$ cat src/hw/rtl/jfd_pkg.sv
// Package for the joint frame deframer: markers, codes, state types and arithmetic helpers.
`timescale 1ns / 1ps
`default_nettype none

package jfd_pkg;

    localparam int          PAYLOAD_BYTES = 12;

    localparam logic [7:0]  HDR_BYTE      = 8'hA5;
    localparam logic [7:0]  TRL_BYTE      = 8'h66;

    localparam int          CFG_IDX_W     = 2;
    localparam int          SPEED_W       = 13;
    localparam int          ACCEL_W       = 8;
    localparam logic [SPEED_W-1:0] SPEED_RESET = 13'd1000;
    localparam logic [ACCEL_W-1:0] ACCEL_RESET = 8'd0;

    localparam int          TARGET_W      = 3;
    localparam int          PULSE_W       = 17;
    localparam int          SERVO_W       = 18;
    localparam int          PROD_W        = 22;
    localparam int          COEF_W        = 6;
    localparam int          FRAC_SHIFT    = 5;

    // |a| * 25 / 32 for steppers, biased angle * 45 / 32 for servos
    localparam logic [COEF_W-1:0]  STEP_COEF   = 6'd25;
    localparam logic [COEF_W-1:0]  SERVO_COEF  = 6'd45;
    localparam logic [SERVO_W-1:0] SERVO_BIAS  = 18'd23040;

    localparam logic [TARGET_W-1:0] TGT_WRIST   = 3'd4;
    localparam logic [TARGET_W-1:0] TGT_GRIPPER = 3'd5;
    localparam logic [TARGET_W-1:0] SERVO_ANGLE_IDX = 3'd5;

    typedef enum logic [CFG_IDX_W-1:0] {
        CFG_MOTOR_SPEED = 2'd0,
        CFG_MOTOR_ACCEL = 2'd1
    } t_cfg_reg;

    typedef enum logic [1:0] {
        PH_HEADER  = 2'd0,
        PH_PAYLOAD = 2'd1,
        PH_TRAILER = 2'd2
    } t_phase;

    typedef enum logic [1:0] {
        ST_IDLE = 2'd0,
        ST_HI   = 2'd1,
        ST_LO   = 2'd2,
        ST_FORM = 2'd3
    } t_state;

    // Gear ratio of stepper joints one to four
    function automatic logic [2:0] gear_ratio(input logic [1:0] joint);
        logic [2:0] g;
        case (joint)
            2'd0:    g = 3'd4;
            2'd1:    g = 3'd4;
            2'd2:    g = 3'd3;
            default: g = 3'd1;
        endcase
        return g;
    endfunction

endpackage

`default_nettype wire

$ cat src/hw/rtl/joint_frame_deframer.sv
// Top level of the joint frame deframer: byte parser, payload store and command sequencer.
`timescale 1ns / 1ps
`default_nettype none

// Receives serial bytes, one per transfer. A frame is header 0xA5, PAYLOAD_BYTES payload
// bytes and trailer 0x66; stray bytes while waiting for a marker are dropped. A byte that
// does not complete a frame does not stall the input. A trailer starts a decode of six
// commands (four steppers, each on its own angle, then wrist and gripper servos, both on
// angle six): each command reads the high angle byte from the single-read payload store,
// then reads the low byte through the shared constant multiplier, then is scaled and
// registered, and then is presented until it is taken. The input is stalled for the
// whole decode, and the last command's output transfer returns the block to accepting
// bytes. Speed and acceleration are copied into each stepper command; write them only
// while the block is idle.
module joint_frame_deframer #(
    parameter int PAYLOAD_BYTES = jfd_pkg::PAYLOAD_BYTES
) (
    input  wire                               i_clk,
    input  wire                               i_rst_n,

    input  wire                               i_in_valid,
    output logic                              o_in_stall,
    input  wire  [7:0]                        i_rx_byte,

    output logic                              o_out_valid,
    input  wire                               i_out_stall,
    output logic [jfd_pkg::TARGET_W-1:0]      o_target,
    output logic                              o_direction,
    output logic [jfd_pkg::PULSE_W-1:0]       o_pulse_count,
    output logic [jfd_pkg::SPEED_W-1:0]       o_speed,
    output logic [jfd_pkg::ACCEL_W-1:0]       o_accel,
    output logic signed [jfd_pkg::SERVO_W-1:0] o_servo_angle,
    output logic                              o_last,

    input  wire                               i_cfg_valid,
    output logic                              o_cfg_ready,
    input  wire  [jfd_pkg::CFG_IDX_W-1:0]     i_cfg_index,
    input  wire  [jfd_pkg::SPEED_W-1:0]       i_cfg_data
);

    localparam int CW = $clog2(PAYLOAD_BYTES);

    // Configuration registers
    logic [jfd_pkg::SPEED_W-1:0] r_speed;
    logic [jfd_pkg::ACCEL_W-1:0] r_accel;

    // Parser and sequencer state
    jfd_pkg::t_phase             r_phase, n_phase;
    jfd_pkg::t_state             r_state, n_state;
    logic [CW-1:0]               r_byte_count, n_byte_count;
    logic [jfd_pkg::TARGET_W-1:0] r_cmd, n_cmd;
    logic                        r_out_valid, n_out_valid;

    logic [7:0]                  r_buf [PAYLOAD_BYTES];
    logic [7:0]                  r_hi;
    logic [jfd_pkg::PROD_W-1:0]  r_prod;
    logic                        r_dir;

    logic                        in_xfer;
    logic                        out_xfer;
    logic                        buf_we;
    logic                        servo_cmd;
    logic [jfd_pkg::TARGET_W-1:0] angle_idx;
    logic [CW-1:0]               rd_addr;
    logic [7:0]                  rd_byte;
    logic [15:0]                 raw;
    logic [15:0]                 mag;
    logic [15:0]                 mul_a;
    logic [jfd_pkg::COEF_W-1:0]  mul_b;
    logic [jfd_pkg::PROD_W-1:0]  mul_p;
    logic [jfd_pkg::PULSE_W-1:0] scaled;
    logic [jfd_pkg::PULSE_W-1:0] pulses;
    logic [jfd_pkg::SERVO_W-1:0] servo;

    assign in_xfer     = i_in_valid && !o_in_stall;
    assign out_xfer    = r_out_valid && !i_out_stall;
    // hold off bytes until the last command of a decode has gone
    assign o_in_stall  = (r_state != jfd_pkg::ST_IDLE) || r_out_valid;
    assign o_out_valid = r_out_valid;
    assign o_cfg_ready = 1'b1;

    // Configuration write port
    always_ff @(posedge i_clk) begin
        if (!i_rst_n) begin
            r_speed <= jfd_pkg::SPEED_RESET;
            r_accel <= jfd_pkg::ACCEL_RESET;
        end else if (i_cfg_valid && o_cfg_ready) begin
            unique case (i_cfg_index)
                jfd_pkg::CFG_MOTOR_SPEED: r_speed <= i_cfg_data;
                jfd_pkg::CFG_MOTOR_ACCEL: r_accel <= i_cfg_data[jfd_pkg::ACCEL_W-1:0];
                default: ;
            endcase
        end
    end

    // Angle address: steppers use their own angle, both servos use angle six
    assign servo_cmd = (r_cmd >= jfd_pkg::TGT_WRIST);
    assign angle_idx = servo_cmd ? jfd_pkg::SERVO_ANGLE_IDX : r_cmd;
    assign rd_addr   = (r_state == jfd_pkg::ST_HI) ? CW'({angle_idx, 1'b0})
                                                   : CW'({angle_idx, 1'b1});
    assign rd_byte   = r_buf[rd_addr];

    // Shared constant multiplier
    assign raw   = {r_hi, rd_byte};
    assign mag   = raw[15] ? 16'(~raw + 16'd1) : raw;
    assign mul_a = servo_cmd ? (raw ^ 16'h8000) : mag;
    assign mul_b = servo_cmd ? jfd_pkg::SERVO_COEF : jfd_pkg::STEP_COEF;
    assign mul_p = jfd_pkg::PROD_W'(mul_a) * jfd_pkg::PROD_W'(mul_b);

    assign scaled = r_prod[jfd_pkg::FRAC_SHIFT +: jfd_pkg::PULSE_W];
    assign pulses = jfd_pkg::PULSE_W'(scaled[14:0] * jfd_pkg::gear_ratio(r_cmd[1:0]));
    assign servo  = {1'b0, scaled} - jfd_pkg::SERVO_BIAS;

    assign buf_we = in_xfer && (r_phase == jfd_pkg::PH_PAYLOAD);

    // Parser and sequencer next state
    always_comb begin
        n_phase      = r_phase;
        n_state      = r_state;
        n_byte_count = r_byte_count;
        n_cmd        = r_cmd;
        n_out_valid  = r_out_valid;

        unique case (r_state)
            jfd_pkg::ST_IDLE: begin
                if (out_xfer) begin
                    n_out_valid = 1'b0;
                    // advance to the next command unless the frame is done
                    if (r_cmd != jfd_pkg::TGT_GRIPPER) begin
                        n_cmd   = r_cmd + 3'd1;
                        n_state = jfd_pkg::ST_HI;
                    end
                end
                if (in_xfer) begin
                    unique case (r_phase)
                        jfd_pkg::PH_PAYLOAD: begin
                            if ({1'b0, r_byte_count} + (CW+1)'(1) >= (CW+1)'(PAYLOAD_BYTES))
                                n_phase = jfd_pkg::PH_TRAILER;
                            else
                                n_byte_count = r_byte_count + CW'(1);
                        end
                        jfd_pkg::PH_TRAILER: begin
                            if (i_rx_byte == jfd_pkg::TRL_BYTE) begin
                                n_phase = jfd_pkg::PH_HEADER;
                                n_cmd   = '0;
                                n_state = jfd_pkg::ST_HI;
                            end
                        end
                        default: begin
                            if (i_rx_byte == jfd_pkg::HDR_BYTE) begin
                                n_phase      = jfd_pkg::PH_PAYLOAD;
                                n_byte_count = '0;
                            end else begin
                                n_phase = jfd_pkg::PH_HEADER;
                            end
                        end
                    endcase
                end
            end
            jfd_pkg::ST_HI: n_state = jfd_pkg::ST_LO;
            jfd_pkg::ST_LO: n_state = jfd_pkg::ST_FORM;
            jfd_pkg::ST_FORM: begin
                n_out_valid = 1'b1;
                n_state     = jfd_pkg::ST_IDLE;
            end
            default: n_state = jfd_pkg::ST_IDLE;
        endcase

        // hold in the command loop while a command waits to be taken
        if (r_out_valid && !out_xfer && r_state == jfd_pkg::ST_IDLE &&
            r_cmd != jfd_pkg::TGT_GRIPPER) begin
            n_state = jfd_pkg::ST_IDLE;
        end
    end

    always_ff @(posedge i_clk) begin
        if (!i_rst_n) begin
            r_phase      <= jfd_pkg::PH_HEADER;
            r_state      <= jfd_pkg::ST_IDLE;
            r_byte_count <= '0;
            r_cmd        <= '0;
            r_out_valid  <= 1'b0;
        end else begin
            r_phase      <= n_phase;
            r_state      <= n_state;
            r_byte_count <= n_byte_count;
            r_cmd        <= n_cmd;
            r_out_valid  <= n_out_valid;
        end
    end

    // Payload store and datapath registers
    always_ff @(posedge i_clk) begin
        if (buf_we)
            r_buf[r_byte_count] <= i_rx_byte;
        if (r_state == jfd_pkg::ST_HI)
            r_hi <= rd_byte;
        if (r_state == jfd_pkg::ST_LO) begin
            r_prod <= mul_p;
            r_dir  <= ~raw[15];
        end
        if (r_state == jfd_pkg::ST_FORM) begin
            o_target <= r_cmd;
            o_last   <= (r_cmd == jfd_pkg::TGT_GRIPPER);
            if (servo_cmd) begin
                o_direction   <= 1'b0;
                o_pulse_count <= '0;
                o_speed       <= '0;
                o_accel       <= '0;
                o_servo_angle <= servo;
            end else begin
                o_direction   <= r_dir;
                o_pulse_count <= pulses;
                o_speed       <= r_speed;
                o_accel       <= r_accel;
                o_servo_angle <= '0;
            end
        end
    end

endmodule

`default_nettype wire

$ cat config.mk
export PLATFORM = sky130hd
export DESIGN_NAME = joint_frame_deframer
export DESIGN_NICKNAME = d
export VERILOG_FILES = /design/src/hw/rtl/jfd_pkg.sv /design/src/hw/rtl/joint_frame_deframer.sv
export SDC_FILE = /design/constraint.sdc
export NUM_CORES = 1
export LEC_CHECK = 0
export ABC_AREA = 1
export BUFFER_PORTS_ARGS = -buffer_cell sky130_fd_sc_hd__buf_2
export CORE_MARGIN = 4
export CORE_UTILIZATION = 50
export DETAILED_ROUTE_END_ITERATION = 16
export HOLD_SLACK_MARGIN = 0.1
export PLACE_DENSITY = 0.74
export SYNTH_ARGS = -nofsm -noshare
export SYNTH_HDL_FRONTEND = slang
export SYNTH_SLANG_ARGS = --single-unit
$ cat constraint.sdc
create_clock -name i_clk -period 6.3 [get_ports i_clk]
set_input_delay 0.945 -clock i_clk [delete_from_list [all_inputs] [get_ports i_clk]]
set_output_delay 0.945 -clock i_clk [all_outputs]
set_load 0.005 [all_outputs]
==> summary.txt <==
Finish
  • Area Growth Syn to Fin: 11.3%
  • Final net count: 1,509
  • Ant diodes: 0
  • Layout Cells excl Fill: 1,686
  • Fillers: 2,009
  • Layout cell share with drive strength beyond 1: 0.124

Logic synthesis
  • Area contributors post-synth: edfxtp_1 (42%), ha_1 (9.1%), nand2_1 (8.8%)
  • Share of the synthesized area in the top cell type: 0.423
  • Post-synth EDFFs: between 150 and 200
  • Post-synthesis sequential area ratio: 0.478
  • Fraction of registers with async set/reset: 0
  • Cells after Synth: between 1,000 and 1,500
  • Register bit total from synthesis: 200
  • Syn Area/Cell: 9.31 um2
  • Post-synthesis cell type count: 47
  • Post-synth top area cell: edfxtp_1
  • Post-synth top flop: edfxtp_1
  • Net Count, Synth: 1,430
  • Yosys warnings: 0
  • Synthesized cell area: 11,900 um2

Place
  • Gpl congestion: 0.880
  • Placed cells: ~1,700
  • Port Buf Inserts: 90
  • Post-DP HPWL: 17,500 um

STA
  • Max Fclk: roughly 170 MHz
  • Pins Over Slew Limit: 0
  • Min cycle time layout: between 5 and 6 ns
  • Setup TNS: 0 ns
  • Worst Max-Slew Pin Slew: ~0.84 ns
  • # setup viols final: 0
  • Headroom to the max-slew limit: 0.437
  • Final Hold Vio Count: 0
  • Skew final: 0.0124 ns
  • RSZ-0062 raised after global routing: no
  • Period utilisation layout: 0.926

Hold path
  • Hold Startpoint: r_accel[7]
  • Hold-critical path depth: 2
  • Hold Crit Class: flip-flop to flip-flop
  • Hold endpoint: r_accel[7]

Drt
  • Drt initial violations: 557
  • DR WL/cell: 13.9 um
  • ANT nets after route: 0
  • Total wire length: 23,500 um
  • DRT Pass-1 Iters: 5
  • DRC violations left: 0
  • Detailed-route via count: 8,516
  • DR vias/cell: 5.05

Floorplan
  • Initial core utilization: 0.507
  • Row Count: 56
  • Die ar.: 26,300 um2
  • Total core area: 23,400 um2
  • I/O pins: 92
  • Die span in x: 162 um
  • Die Span Y: 162 um

Critical path
  • Reg2Reg Depth: 30
  • RR Endpoint: r_prod[18]
  • Crit path DAT: roughly 6.0 ns
  • Crit Reg-Reg Startpoint: r_state[1]
  • R2R setup slack: 0.47 ns
  • Worst-path maximum fanout: approximately 50
  • CP max-delay cell: fa_1
  • Setup crit end kind: flip-flop
  • Crit path top cell by count: nand2_1
  • Setup CP Type: flip-flop to flip-flop
  • Critical Path RT: between 6 and 7 ns
  • Worst setup SP type: flip-flop
  • Max incr delay on CP: around 0.48 ns

GRT
  • Vias in the first global route: around 8,400
  • Total track usage: 0.185
  • Pin count of the biggest net entering global routing: 63
  • GR Overflow Total: 0
  • Antenna violations before repair: 0
  • First-pass GRT wire length: slightly below 40,000 um

Clocking
  • Clock sink count: 200
  • Htree depth: 4
  • Num CTS Buffers: 17
  • CTS tree: done
  • Clock Path Buffers: 2
  • Worst-Skew Late Latency: 0.43 ns
  • Root Buffer Master: clkbuf_16
  • Clock-pin slew on the worst setup and hold paths: 0.08 ns

Power and ir drop
  • Power per cell area: 542 nW/um2
  • Pleak: ~6 nW
  • Peak VDD IR: 0.403 mV

Run
  • Max-Cap Viols: 0

Status
  • Status: completed
-- power by group --
part | leakage (nW) | internal [mW] | switching, mW
Clock | 0.284 | 0.552 | 0.531
Sequential | 1.77 | 1.82 | 0.107
Combinational | 4.08 | 1.59 | 2.56
-- critical path, delay by kind of cell, from the launching register on --
family | cells | cell delay, ns
AO/OA/AOI/OAI | 6 | 1.05
buffers and inverters | 3 | 0.35
XOR/XNOR | 1 | 0.27
adder cells (fa/ha/maj) | 6 | 1.91
AND/OR/NAND/NOR | 14 | 1.61
flip-flops | 1 | 0.37
-- cell type report --
type,instances,area (um2),area share
flip-flops and latches,200,5680,0.430
inverters,205,769,0.0582
clock buffers,20,458,0.0347
well taps,319,399,0.0302
repair buffers,107,591,0.0447
multi-input cells,823,5190,0.392
clock inverters,12,134,0.0101
-- registers in the layout (all words and copies together) (netlist names), 2 cells and up --
register       cells
r_accel            8
r_prod            17
o_speed           13
o_accel            8
r_byte_count       4
r_hi               8
r_state            2
o_target           3
r_phase            2
r_cmd              3
r_speed           13
o_pulse_count     17
r_buf             80
o_servo_angle     18
-- metal layers --
layer	track usage	vias to the layer above	share of wire
li1	-	4308	-
met3	0.0304	35	0.045
met2	0.319	209	0.48
met5	0	-	0
met1	0.240	3964	0.45
met4	0.0604	0	0.020
-- Yosys cell counts, types with 2 or more instances --
master    count
inv_1       201
or2_1         7
a21boi_0      2
a31oi_1       2
nand2_1     279
inv_2         3
xor2_1       15
nor3_1       24
fa_1         41
nand3b_1      3
clkbuf_1     31
nor2_1      102
edfxtp_1    167
a21o_1        6
xnor2_1       5
nor2_4        2
o21ai_1       3
nor3_2        2
o21ai_0      57
dfxtp_1      33
a211oi_1      3
o21a_1        2
or2_2         2
a21oi_1      70
ha_1         86
nand2_2       4
nand3_1      65
buf_2         6
nor4_1        2
o211ai_1      7
a21oi_2       2
nand3_2       7
buf_4         3
nand4_1       4
nor2_2        4
o21ai_2       2
o31ai_1       3
and2_1        3
buf_6         7
-- per-stage QoR --
step | utilization | setup WS, ns | hold WS (ns) | power [mW] | area, um2
2_1_floorplan | - | 0.675 | 0.430 | 5.26 | 11900
3_3_place_gp | 0.539 | 0.530 | 0.440 | 5.94 | 12600
3_5_place_dp | 0.539 | 0.319 | 0.448 | 6.07 | 12600
4_1_cts | 0.564 | 0.254 | 0.459 | 7.18 | 13200
5_1_grt | 0.565 | 0.000955 | 0.476 | 7.94 | 13200
6_report | 0.565 | 0.468 | 0.459 | 7.16 | 13200
-- timing repair --
| item | 4_1_cts | 5_1_grt |
|---|---|---|
| setup buffers | 0 | 0 |
| resized for setup | 0 | 4 |
| setup endpoints to repair | 0 | 3 |
| hold buffers | 0 | 0 |
-- worst max-delay path by stage --
| stage | from | to | cells past startpoint |
|---|---|---|---|
| after global placement | r_state[1] | r_prod[18] | 30 |
| after floorplan | r_state[1] | r_prod[18] | 31 |
| after CTS | r_state[1] | r_prod[18] | 30 |
| final | r_state[1] | r_prod[18] | 30 |
| after global routing | r_state[1] | r_prod[18] | 30 |
| after detailed placement | r_state[1] | r_prod[18] | 30 |
-- placed cells by master (no fill, tap or decap), types with 16 or more instances in the layout --
master / n
nand2_1: 279
inv_1: 201
edfxtp_1: 167
nor2_1: 102
buf_2: 90
ha_1: 85
a21oi_1: 70
nand3_1: 65
o21ai_0: 55
fa_1: 41
dfxtp_1: 32
nor3_1: 24
clkbuf_16: 18
buf_4: 16
-- cells by family (layout without fill, tap and decap cells) --
logic type | count (synthesis) | in the layout | synth area share
fa+ha+maj | 127 | 127 | 0.160
xor+xnor | 20 | 20 | 0.0148
simple gates | 512 | 512 | 0.185
compound gates | 163 | 163 | 0.0764
flops | 200 | 200 | 0.478
other cells | 1 | 1 | 0.000316
buf+inv | 252 | 344 | 0.0857
No activity file was read; power rests on OpenSTA's default activity.
